`config.mk`:
```
export PLATFORM = sky130hd
export DESIGN_NAME = fsk_pulse_bit_deframer
export DESIGN_NICKNAME = d
export VERILOG_FILES = /design/src/rtl/fpbd_pkg.sv /design/src/rtl/fsk_pulse_bit_deframer.sv /design/src/rtl/fpbd_classifier.sv /design/src/rtl/fpbd_sym_fifo.sv /design/src/rtl/fpbd_framer.sv
export SDC_FILE = /design/constraint.sdc
export NUM_CORES = 1
export LEC_CHECK = 0
export BUFFER_PORTS_ARGS = -buffer_cell sky130_fd_sc_hd__buf_2
export CAP_MARGIN = 25
export CORE_ASPECT_RATIO = 1.25
export CORE_MARGIN = 4
export CORE_UTILIZATION = 55
export CTS_CLUSTER_SIZE = 25
export DETAILED_ROUTE_END_ITERATION = 12
export GPL_ROUTABILITY_DRIVEN = 0
export PLACE_DENSITY = 0.82
export SLEW_MARGIN = 25
export SYNTH_ARGS = -nofsm -noshare
export SYNTH_HDL_FRONTEND = slang
export SYNTH_SLANG_ARGS = --single-unit
```
`constraint.sdc`:
```
create_clock -name clk -period 3.5 [get_ports clk]
set_input_delay 0.35 -clock clk [delete_from_list [all_inputs] [get_ports clk]]
set_output_delay 0.35 -clock clk [all_outputs]
set_load 0.01 [all_outputs]
```
`src/rtl/fpbd_pkg.sv`:
```
// ---------------------------------------------------------------------------
// fpbd_pkg
// Types and constants shared by the pulse-width bit deframer modules.
// ---------------------------------------------------------------------------
package fpbd_pkg;

	// Configuration register indexes
	typedef enum logic [2:0] {
		REG_LONG_MIN         = 3'd0,
		REG_LONG_MAX         = 3'd1,
		REG_SHORT_MIN        = 3'd2,
		REG_SHORT_FIRST_MAX  = 3'd3,
		REG_SHORT_SECOND_MAX = 3'd4
	} reg_index_t;

	localparam int unsigned REG_INDEX_BITS = 3;

	// Reset values of the pulse windows (microseconds)
	localparam int unsigned LONG_MIN_RST         = 400;
	localparam int unsigned LONG_MAX_RST         = 650;
	localparam int unsigned SHORT_MIN_RST        = 140;
	localparam int unsigned SHORT_FIRST_MAX_RST  = 350;
	localparam int unsigned SHORT_SECOND_MAX_RST = 330;

	// Bit symbols passed from the classifier to the framer
	typedef enum logic [1:0] {
		SYM_ZERO = 2'd0,
		SYM_ONE  = 2'd1,
		SYM_ERR  = 2'd2
	} sym_t;

	// Framing phase
	typedef enum logic [1:0] {
		PH_HUNT  = 2'd0,
		PH_DATA  = 2'd1,
		PH_STOP  = 2'd2,
		PH_START = 2'd3
	} phase_t;

	// Result event codes
	typedef enum logic [1:0] {
		EV_BYTE      = 2'd0,
		EV_END_OK    = 2'd1,
		EV_MSG_ERR   = 2'd2,
		EV_NO_SIGNAL = 2'd3
	} ev_kind_t;

	typedef struct packed {
		ev_kind_t    kind;
		logic [7:0]  data;
		logic [7:0]  total;
	} event_t;

	// Symbol queue status seen by the front end
	typedef struct packed {
		logic full;
		logic empty;
	} q_status_t;

	localparam int unsigned SYM_Q_DEPTH = 4;
	localparam int unsigned SYM_Q_AW    = 2;

endpackage

```
`src/rtl/fsk_pulse_bit_deframer.sv`:
```
// ---------------------------------------------------------------------------
// fsk_pulse_bit_deframer
// Pulse-width FSK deframer: classifies pulse widths into bits and frames
// them into bytes and message events.
// ---------------------------------------------------------------------------
//  channel   | handshake      | payload
//  ----------+----------------+----------------------------------------
//  pulses    | push / full    | pulse_width[PULSE_BITS-1:0]
//  results   | pop / empty    | event_kind[1:0], data_byte, byte_total
//  config    | wr_en          | wr_index[2:0], wr_data[PULSE_BITS-1:0]
//
//  One pulse accepted per cycle while full is low; the framer retires one
//  symbol per cycle while symbols wait and the result queue is not full.
//  A four-entry symbol queue parts classifier and framer; a two-entry result
//  queue parts framer and output, so a stalled pop fills both before full.
//  Reset is asynchronous and clears windows to their defaults and all framing.
// ---------------------------------------------------------------------------
module fsk_pulse_bit_deframer import fpbd_pkg::*; #(
	parameter int unsigned PULSE_BITS = 14
) (
	input  logic                      clk,
	input  logic                      arst_n,
	input  logic                      wr_en,
	input  logic [REG_INDEX_BITS-1:0] wr_index,
	input  logic [PULSE_BITS-1:0]     wr_data,
	input  logic                      push,
	input  logic [PULSE_BITS-1:0]     pulse_width,
	output logic                      full,
	input  logic                      pop,
	output logic                      empty,
	output logic [1:0]                event_kind,
	output logic [7:0]                data_byte,
	output logic [7:0]                byte_total
);

	q_status_t sym_status;
	logic      sym_push, sym_pop;
	sym_t      sym_wdata, sym_rdata;
	ev_kind_t  ev_kind;

	fpbd_classifier #(.PULSE_BITS(PULSE_BITS)) u_front (
		.clk         (clk),
		.arst_n      (arst_n),
		.wr_en       (wr_en),
		.wr_index    (wr_index),
		.wr_data     (wr_data),
		.push        (push),
		.pulse_width (pulse_width),
		.full        (full),
		.sym_status  (sym_status),
		.sym_push    (sym_push),
		.sym_data    (sym_wdata)
	);

	fpbd_sym_fifo u_sym_q (
		.clk    (clk),
		.arst_n (arst_n),
		.wr     (sym_push),
		.wdata  (sym_wdata),
		.rd     (sym_pop),
		.rdata  (sym_rdata),
		.status (sym_status)
	);

	fpbd_framer u_back (
		.clk        (clk),
		.arst_n     (arst_n),
		.sym_empty  (sym_status.empty),
		.sym        (sym_rdata),
		.sym_pop    (sym_pop),
		.pop        (pop),
		.empty      (empty),
		.event_kind (ev_kind),
		.data_byte  (data_byte),
		.byte_total (byte_total)
	);

	assign event_kind = ev_kind;

endmodule

```
`src/rtl/fpbd_classifier.sv`:
```
// ---------------------------------------------------------------------------
// fpbd_classifier
// Front end: holds the pulse windows, accepts pulse widths and turns them
// into bit symbols (one, zero from a short pair, or error).
// ---------------------------------------------------------------------------
module fpbd_classifier import fpbd_pkg::*; #(
	parameter int unsigned PULSE_BITS = 14
) (
	input  logic                      clk,
	input  logic                      arst_n,
	// configuration writes
	input  logic                      wr_en,
	input  logic [REG_INDEX_BITS-1:0] wr_index,
	input  logic [PULSE_BITS-1:0]     wr_data,
	// pulse input
	input  logic                      push,
	input  logic [PULSE_BITS-1:0]     pulse_width,
	output logic                      full,
	// symbol queue side
	input  q_status_t                 sym_status,
	output logic                      sym_push,
	output sym_t                      sym_data
);

	logic [PULSE_BITS-1:0] long_min_q, long_max_q, short_min_q;
	logic [PULSE_BITS-1:0] short_first_max_q, short_second_max_q;
	logic                  short_pending_q;
	logic                  short_pending_d;
	logic                  accept;
	logic                  in_long, in_short1, in_short2;

	// Configuration registers
	always_ff @(posedge clk or negedge arst_n) begin
		if (!arst_n) begin
			long_min_q         <= PULSE_BITS'(LONG_MIN_RST);
			long_max_q         <= PULSE_BITS'(LONG_MAX_RST);
			short_min_q        <= PULSE_BITS'(SHORT_MIN_RST);
			short_first_max_q  <= PULSE_BITS'(SHORT_FIRST_MAX_RST);
			short_second_max_q <= PULSE_BITS'(SHORT_SECOND_MAX_RST);
		end else if (wr_en) begin
			unique case (reg_index_t'(wr_index))
				REG_LONG_MIN:         long_min_q         <= wr_data;
				REG_LONG_MAX:         long_max_q         <= wr_data;
				REG_SHORT_MIN:        short_min_q        <= wr_data;
				REG_SHORT_FIRST_MAX:  short_first_max_q  <= wr_data;
				REG_SHORT_SECOND_MAX: short_second_max_q <= wr_data;
				default: ;
			endcase
		end
	end

	// Window tests, all bounds exclusive
	assign in_long   = (pulse_width > long_min_q)  && (pulse_width < long_max_q);
	assign in_short1 = (pulse_width > short_min_q) && (pulse_width < short_first_max_q);
	assign in_short2 = (pulse_width > short_min_q) && (pulse_width < short_second_max_q);

	assign full   = sym_status.full;
	assign accept = push && !sym_status.full;

	// Classification; a first short half only arms short_pending
	always_comb begin
		sym_push        = 1'b0;
		sym_data        = SYM_ERR;
		short_pending_d = short_pending_q;
		if (accept) begin
			if (short_pending_q) begin
				short_pending_d = 1'b0;
				sym_push        = 1'b1;
				sym_data        = in_short2 ? SYM_ZERO : SYM_ERR;
			end else if (in_long) begin
				sym_push = 1'b1;
				sym_data = SYM_ONE;
			end else if (in_short1) begin
				short_pending_d = 1'b1;
			end else begin
				sym_push = 1'b1;
				sym_data = SYM_ERR;
			end
		end
	end

	always_ff @(posedge clk or negedge arst_n) begin
		if (!arst_n) begin
			short_pending_q <= 1'b0;
		end else begin
			short_pending_q <= short_pending_d;
		end
	end

endmodule

```
`src/rtl/fpbd_sym_fifo.sv`:
```
// ---------------------------------------------------------------------------
// fpbd_sym_fifo
// Short queue of bit symbols between the classifier and the framer.
// ---------------------------------------------------------------------------
module fpbd_sym_fifo import fpbd_pkg::*; (
	input  logic      clk,
	input  logic      arst_n,
	input  logic      wr,
	input  sym_t      wdata,
	input  logic      rd,
	output sym_t      rdata,
	output q_status_t status
);

	sym_t                mem_q [SYM_Q_DEPTH];
	logic [SYM_Q_AW-1:0] wr_ptr_q, rd_ptr_q;
	logic [SYM_Q_AW:0]   count_q;
	logic                do_wr, do_rd;

	assign status.full  = (count_q == (SYM_Q_AW+1)'(SYM_Q_DEPTH));
	assign status.empty = (count_q == '0);
	assign do_wr = wr && !status.full;
	assign do_rd = rd && !status.empty;
	assign rdata = mem_q[rd_ptr_q];

	// Storage
	always_ff @(posedge clk) begin
		if (do_wr) begin
			mem_q[wr_ptr_q] <= wdata;
		end
	end

	// Pointers and fill count
	always_ff @(posedge clk or negedge arst_n) begin
		if (!arst_n) begin
			wr_ptr_q <= '0;
			rd_ptr_q <= '0;
			count_q  <= '0;
		end else begin
			if (do_wr) wr_ptr_q <= wr_ptr_q + SYM_Q_AW'(1);
			if (do_rd) rd_ptr_q <= rd_ptr_q + SYM_Q_AW'(1);
			case ({do_wr, do_rd})
				2'b10:   count_q <= count_q + (SYM_Q_AW+1)'(1);
				2'b01:   count_q <= count_q - (SYM_Q_AW+1)'(1);
				default: count_q <= count_q;
			endcase
		end
	end

endmodule

```
`src/rtl/fpbd_framer.sv`:
```
// ---------------------------------------------------------------------------
// fpbd_framer
// Back end: frames bit symbols into bytes and message events, with a
// two-entry result queue towards the output.
// ---------------------------------------------------------------------------
module fpbd_framer import fpbd_pkg::*; (
	input  logic     clk,
	input  logic     arst_n,
	// symbol queue side
	input  logic     sym_empty,
	input  sym_t     sym,
	output logic     sym_pop,
	// result side
	input  logic     pop,
	output logic     empty,
	output ev_kind_t event_kind,
	output logic [7:0] data_byte,
	output logic [7:0] byte_total
);

	phase_t     phase_q, phase_d;
	logic [2:0] bit_idx_q, bit_idx_d;
	logic [7:0] shift_q, shift_d;
	logic [7:0] count_q, count_d;
	logic       emit;
	event_t     ev;
	logic [7:0] shift_set;
	logic [7:0] count_inc;

	event_t     ob_q [2];
	logic       ob_wr_q, ob_rd_q;
	logic [1:0] ob_cnt_q;
	logic       ob_full, ob_pop;

	assign ob_full = (ob_cnt_q == 2'd2);
	assign sym_pop = !sym_empty && !ob_full;
	assign shift_set = shift_q | (8'd1 << bit_idx_q);
	assign count_inc = (count_q == 8'hFF) ? count_q : count_q + 8'd1;

	// Framing state machine: next state and event
	always_comb begin
		phase_d   = phase_q;
		bit_idx_d = bit_idx_q;
		shift_d   = shift_q;
		count_d   = count_q;
		emit      = 1'b0;
		ev        = '{kind: EV_END_OK, data: 8'd0, total: count_q};
		if (sym_pop) begin
			unique case (phase_q)
				PH_HUNT: begin
					if (sym == SYM_ERR) begin
						emit = 1'b1;
						ev   = '{kind: EV_NO_SIGNAL, data: 8'd0, total: 8'd0};
					end else if (sym == SYM_ZERO) begin
						count_d   = 8'd0;
						phase_d   = PH_DATA;
						bit_idx_d = 3'd0;
						shift_d   = 8'd0;
					end
				end
				PH_DATA: begin
					if (sym == SYM_ERR) begin
						emit      = 1'b1;
						ev        = '{kind: EV_MSG_ERR, data: 8'd0, total: count_q};
						phase_d   = PH_HUNT;
						count_d   = 8'd0;
						bit_idx_d = 3'd0;
						shift_d   = 8'd0;
					end else begin
						if (sym == SYM_ONE) shift_d = shift_set;
						if (bit_idx_q == 3'd7) begin
							bit_idx_d = 3'd0;
							count_d   = count_inc;
							phase_d   = PH_STOP;
							emit      = 1'b1;
							ev        = '{kind: EV_BYTE, data: shift_d, total: count_inc};
						end else begin
							bit_idx_d = bit_idx_q + 3'd1;
						end
					end
				end
				PH_STOP: begin
					if (sym == SYM_ONE) begin
						phase_d = PH_START;
					end else begin
						emit      = 1'b1;
						phase_d   = PH_HUNT;
						count_d   = 8'd0;
						bit_idx_d = 3'd0;
						shift_d   = 8'd0;
					end
				end
				PH_START: begin
					if (sym == SYM_ZERO) begin
						phase_d   = PH_DATA;
						bit_idx_d = 3'd0;
						shift_d   = 8'd0;
					end else begin
						emit      = 1'b1;
						phase_d   = PH_HUNT;
						count_d   = 8'd0;
						bit_idx_d = 3'd0;
						shift_d   = 8'd0;
					end
				end
				default: phase_d = PH_HUNT;
			endcase
		end
	end

	// Framing state register
	always_ff @(posedge clk or negedge arst_n) begin
		if (!arst_n) begin
			phase_q   <= PH_HUNT;
			bit_idx_q <= 3'd0;
			shift_q   <= 8'd0;
			count_q   <= 8'd0;
		end else begin
			phase_q   <= phase_d;
			bit_idx_q <= bit_idx_d;
			shift_q   <= shift_d;
			count_q   <= count_d;
		end
	end

	// Result queue, two entries
	assign empty      = (ob_cnt_q == 2'd0);
	assign ob_pop     = pop && !empty;
	assign event_kind = ob_q[ob_rd_q].kind;
	assign data_byte  = ob_q[ob_rd_q].data;
	assign byte_total = ob_q[ob_rd_q].total;

	always_ff @(posedge clk) begin
		if (emit) begin
			ob_q[ob_wr_q] <= ev;
		end
	end

	always_ff @(posedge clk or negedge arst_n) begin
		if (!arst_n) begin
			ob_wr_q  <= 1'b0;
			ob_rd_q  <= 1'b0;
			ob_cnt_q <= 2'd0;
		end else begin
			if (emit)   ob_wr_q <= ~ob_wr_q;
			if (ob_pop) ob_rd_q <= ~ob_rd_q;
			case ({emit, ob_pop})
				2'b10:   ob_cnt_q <= ob_cnt_q + 2'd1;
				2'b01:   ob_cnt_q <= ob_cnt_q - 2'd1;
				default: ob_cnt_q <= ob_cnt_q;
			endcase
		end
	end

endmodule

```
==> flow_metrics.py <==
metrics = {
    "drt": {
        "drt_iter0_drc": 446,
        "post-route-drc-count": 0,
        "wire_per_inst_microns": 16.8,
        "ant_nets": 0,
        "firstDrtPassIters": 6,
        "totalWireLength_mm": 16.9,
        "post_drt_via_cell_ratio": 5.76,
        "route.vias.total": 5821,
    },
    "synthesis": {
        "syn_nets": 871,
        "yosysUniqueCellTypes": 55,
        "synth-main-ff-cell": "dfrtp_1",
        "post_synth_inst_count": 754,
        "synth_area_sq_um": 7830,
        "synth-edff-count": 44,
        "synthDominantCellAreaShare": 0.265,
        "post_synth.cell_area_avg_sq_um": 10.4,
        "synth.most_common_cell": "nand2_1",
        "synth-warning-count": 0,
        "postSynth.asyncResetShare": 0.701,
        "seq_area_frac_synth": 0.501,
        "netlist_top_cells_area": "dfrtp_1 (27%), edfxtp_1 (17%), ha_1 (13%)",
        "synthDominantAreaCellType": "dfrtp_1",
        "synth.ff_latch_count": 147,
        "yosys-top-cells-count": "nand2_1 (91), inv_1 (84), dfrtp_1 (83), ha_1 (80), o21ai_0 (80)",
    },
    "global_routing": {
        "antenna_found_initial": 0,
        "grt_start_max_net_pins": 61,
        "grt_overflow_total": 0,
        "grt_pass1_vias": 5937,
        "grt.total_usage": 0.220,
        "first_pass_grt_wire_length_mm": 28.3,
    },
    "die": {
        "die-width_microns": 115,
        "core-area_sq_um": 13900,
        "initial_utilization": 0.564,
        "die-area_sq_um": 16200,
        "boundaryPins": 56,
        "die-height_microns": 141,
        "placement_rows": 48,
    },
    "final_layout": {
        "finish.cell_count_without_fillers": 1010,
        "final_nets": 939,
        "drive_gt1_frac": 0.205,
        "post-route-util": 0.646,
        "antenna_cells_inserted": 0,
        "area_delta_synth_final_pct": 14.5,
        "layout.area.seq_sq_um": 3920,
        "fillers": 1029,
        "multi_input_area_sq_um": 3510,
    },
    "setup_path": {
        "critical_path.startpoint_type": "flip-flop",
        "rr_endpoint": "u_sym_q.count_q[2]",
        "reg2reg_from": "u_front.short_first_max_q[3]",
        "path_class": "reg2reg",
        "critical_path_peak_fanout": 4,
        "r2r.worst_path.cells": 15,
        "end_kind": "flip-flop",
        "rrSetupSlack_ps": 160,
        "critPathArrivalTime_ps": 3680,
        "critical_path_required_ps": 3840,
    },
    "sta": {
        "setup_viol": 0,
        "timing_max_transition_violations_final": 0,
        "totalNegativeSetupSlack_ps": 0,
        "maxSlewHeadroom": 0.439,
        "worstMarginPinSlew_ps": 840,
        "min_period_over_period": 0.954,
        "fin_crit_ps": 3340,
        "fmax_mhz": 299,
        "skew_ps": 8.37,
        "fin_hold_ws_ps": 12.4,
        "finalHoldViolCount": 0,
    },
    "clock_network": {
        "clk_transition_reported_paths_ps": 60,
        "cts_inserted_buffers": 17,
        "clockBufferDepth": 2,
        "sinks_on_clock_net": 147,
        "clock_insertion_delay_at_the_later_pin_of_the_skew_report_ps": 420,
        "cts-hold-fix-buffers": 0,
        "htreeDepth": 4,
        "cts-root-buf": "clkbuf_16",
        "tritoncts": "yes",
    },
    "pwr": {
        "total_leakage_power_nw": 4.05,
        "power.clock.fraction": 0.285,
        "sequentialPowerShare": 0.388,
        "sw_frac_of_total": 0.341,
        "power.combinational.fraction": 0.327,
        "power_per_cell_area_nw_per_um2": 718,
        "ir_drop_v": 0.000371,
        "total_power_mw": 6.43,
        "internal_power_mw": 4.24,
        "p_sw_mw": 2.19,
    },
    "job": {
        "maxCapViolCount": 0,
    },
    "place": {
        "portBuffers": 55,
        "dpl.cell_count": 974,
        "dpl.hpwl_mm": 12.0,
    },
    "run_status": {
        "outcome": "complete, no violations",
    },
    "min_path": {
        "worst_min_path_class": "in2async",
    },
}
-- kinds of logic (layout without fill, tap and decap cells) --
group / after synthesis / count (layout) / synth area share
adders and majority gates: 81 / 81 / 0.130
and+or+nand+nor: 194 / 194 / 0.114
AOI/OAI and AO/OA: 177 / 177 / 0.131
buffers and inverters: 105 / 186 / 0.0518
DFF: 147 / 147 / 0.501
xor gates and xnor gates: 11 / 11 / 0.0123
muxes: 39 / 39 / 0.0590
-- cells in the final DEF (no fill, tap or decap), types with 4 or more instances in the layout --
| master | Yosys | routed |
|---|---|---|
| o21ai_0 | 80 | 79 |
| ha_1 | 80 | 80 |
| dfstp_2 | 20 | 20 |
| nand2_1 | 91 | 91 |
| xor2_1 | 4 | 4 |
| a21oi_1 | 47 | 47 |
| inv_1 | 84 | 84 |
| nand3_1 | 11 | 11 |
| mux2_2 | 37 | 37 |
| nor2_1 | 40 | 40 |
| nand2b_1 | 6 | 6 |
| a21o_1 | 9 | 9 |
| nand4_1 | 11 | 11 |
| a31oi_1 | 9 | 9 |
| o31ai_1 | 4 | 4 |
| dfrtp_1 | 83 | 83 |
| nor2b_1 | 6 | 6 |
| and2_1 | 7 | 7 |
| edfxtp_1 | 44 | 44 |
| buf_2 | 3 | 54 |
| xnor2_1 | 7 | 7 |
| nor3_1 | 7 | 6 |
| buf_4 | 0 | 16 |
| clkbuf_16 | 0 | 19 |
| inv_6 | 0 | 4 |
-- repair_timing --
item                       in CTS  in global routing
setup buffers                   0                  4
gates resized for setup         0                  4
setup endpoints to repair       0                  2
-- per-stage QoR --
stage	instance area (sq um)	setup slack [ps]
finish	8960	159
global route	8960	-14.1
CTS	8930	42.9
detailed placement	8330	170
global placement	8330	250
floorplan	7830	423
-- critical path: stages, from the launching register on --
cell and delay, ps:
dfstp_2 530, inv_1 40, ha_1 280, a211o_1 260, a21oi_1 120, o21ai_1 110, a2111oi_1 410, o211ai_1 190
and2b_2 260, inv_1 60, ha_1 170, inv_1 60, fa_1 370, xor2_1 150, nor2_1 110, xor2_1 160
-- metal layers --
metal / track usage / wire length [microns] / vias to the layer above
met5: 0 / 0 / -
met4: 0.106 / 716 / 0
met3: 0.0320 / 732 / 55
met2: 0.402 / 9130 / 200
met1: 0.248 / 6340 / 2798
li1: - / - / 2768
-- power groups by stage --
stage / sequential (mW) / combinational, mW / clock, mW
final: 2.50 / 2.10 / 1.83
after global routing: 2.54 / 2.37 / 1.94
after detailed placement: 2.53 / 2.03 / 0
after global placement: 2.50 / 1.96 / 0
after floorplan: 2.42 / 1.54 / 0
after CTS: 2.50 / 2.08 / 1.86
-- registers in the layout, indices dropped and copies added (netlist names), 3 cells and up --
signal                      cells
u_back.count_q                  8
u_front.short_first_max_q      14
u_front.long_max_q             14
u_sym_q.count_q                 3
u_back.bit_idx_q                3
u_front.short_min_q            14
u_sym_q.mem_q                   8
u_front.short_second_max_q     14
u_back.ob_q                    36
u_front.long_min_q             14
u_back.shift_q                  8
-- how the worst max path moves through the flow --
stage | slack, ps | startpoint | endpoint | depth (start not counted)
after floorplan | 420 | u_front.short_first_max_q[3] | u_sym_q.count_q[2] | 15
after global placement | 250 | u_front.short_first_max_q[3] | u_sym_q.count_q[2] | 15
after detailed placement | 170 | u_front.short_first_max_q[3] | u_sym_q.count_q[2] | 15
after CTS | 40 | u_front.short_first_max_q[3] | u_sym_q.count_q[2] | 15
after global routing | -10 | u_front.short_first_max_q[3] | u_sym_q.count_q[2] | 15
final | 160 | u_front.short_first_max_q[3] | u_sym_q.count_q[2] | 15
-- area by class of cell --
cell class	count	share of cell area
Sequential cell	147	0.438
Multi-Input combinational cell	502	0.392
Clock buffer	21	0.0550
Timing Repair Buffer	70	0.0436
Inverter	84	0.0352
Tap cell	175	0.0244
Clock inverter	11	0.0123
Power figures use the tool's default switching activity.
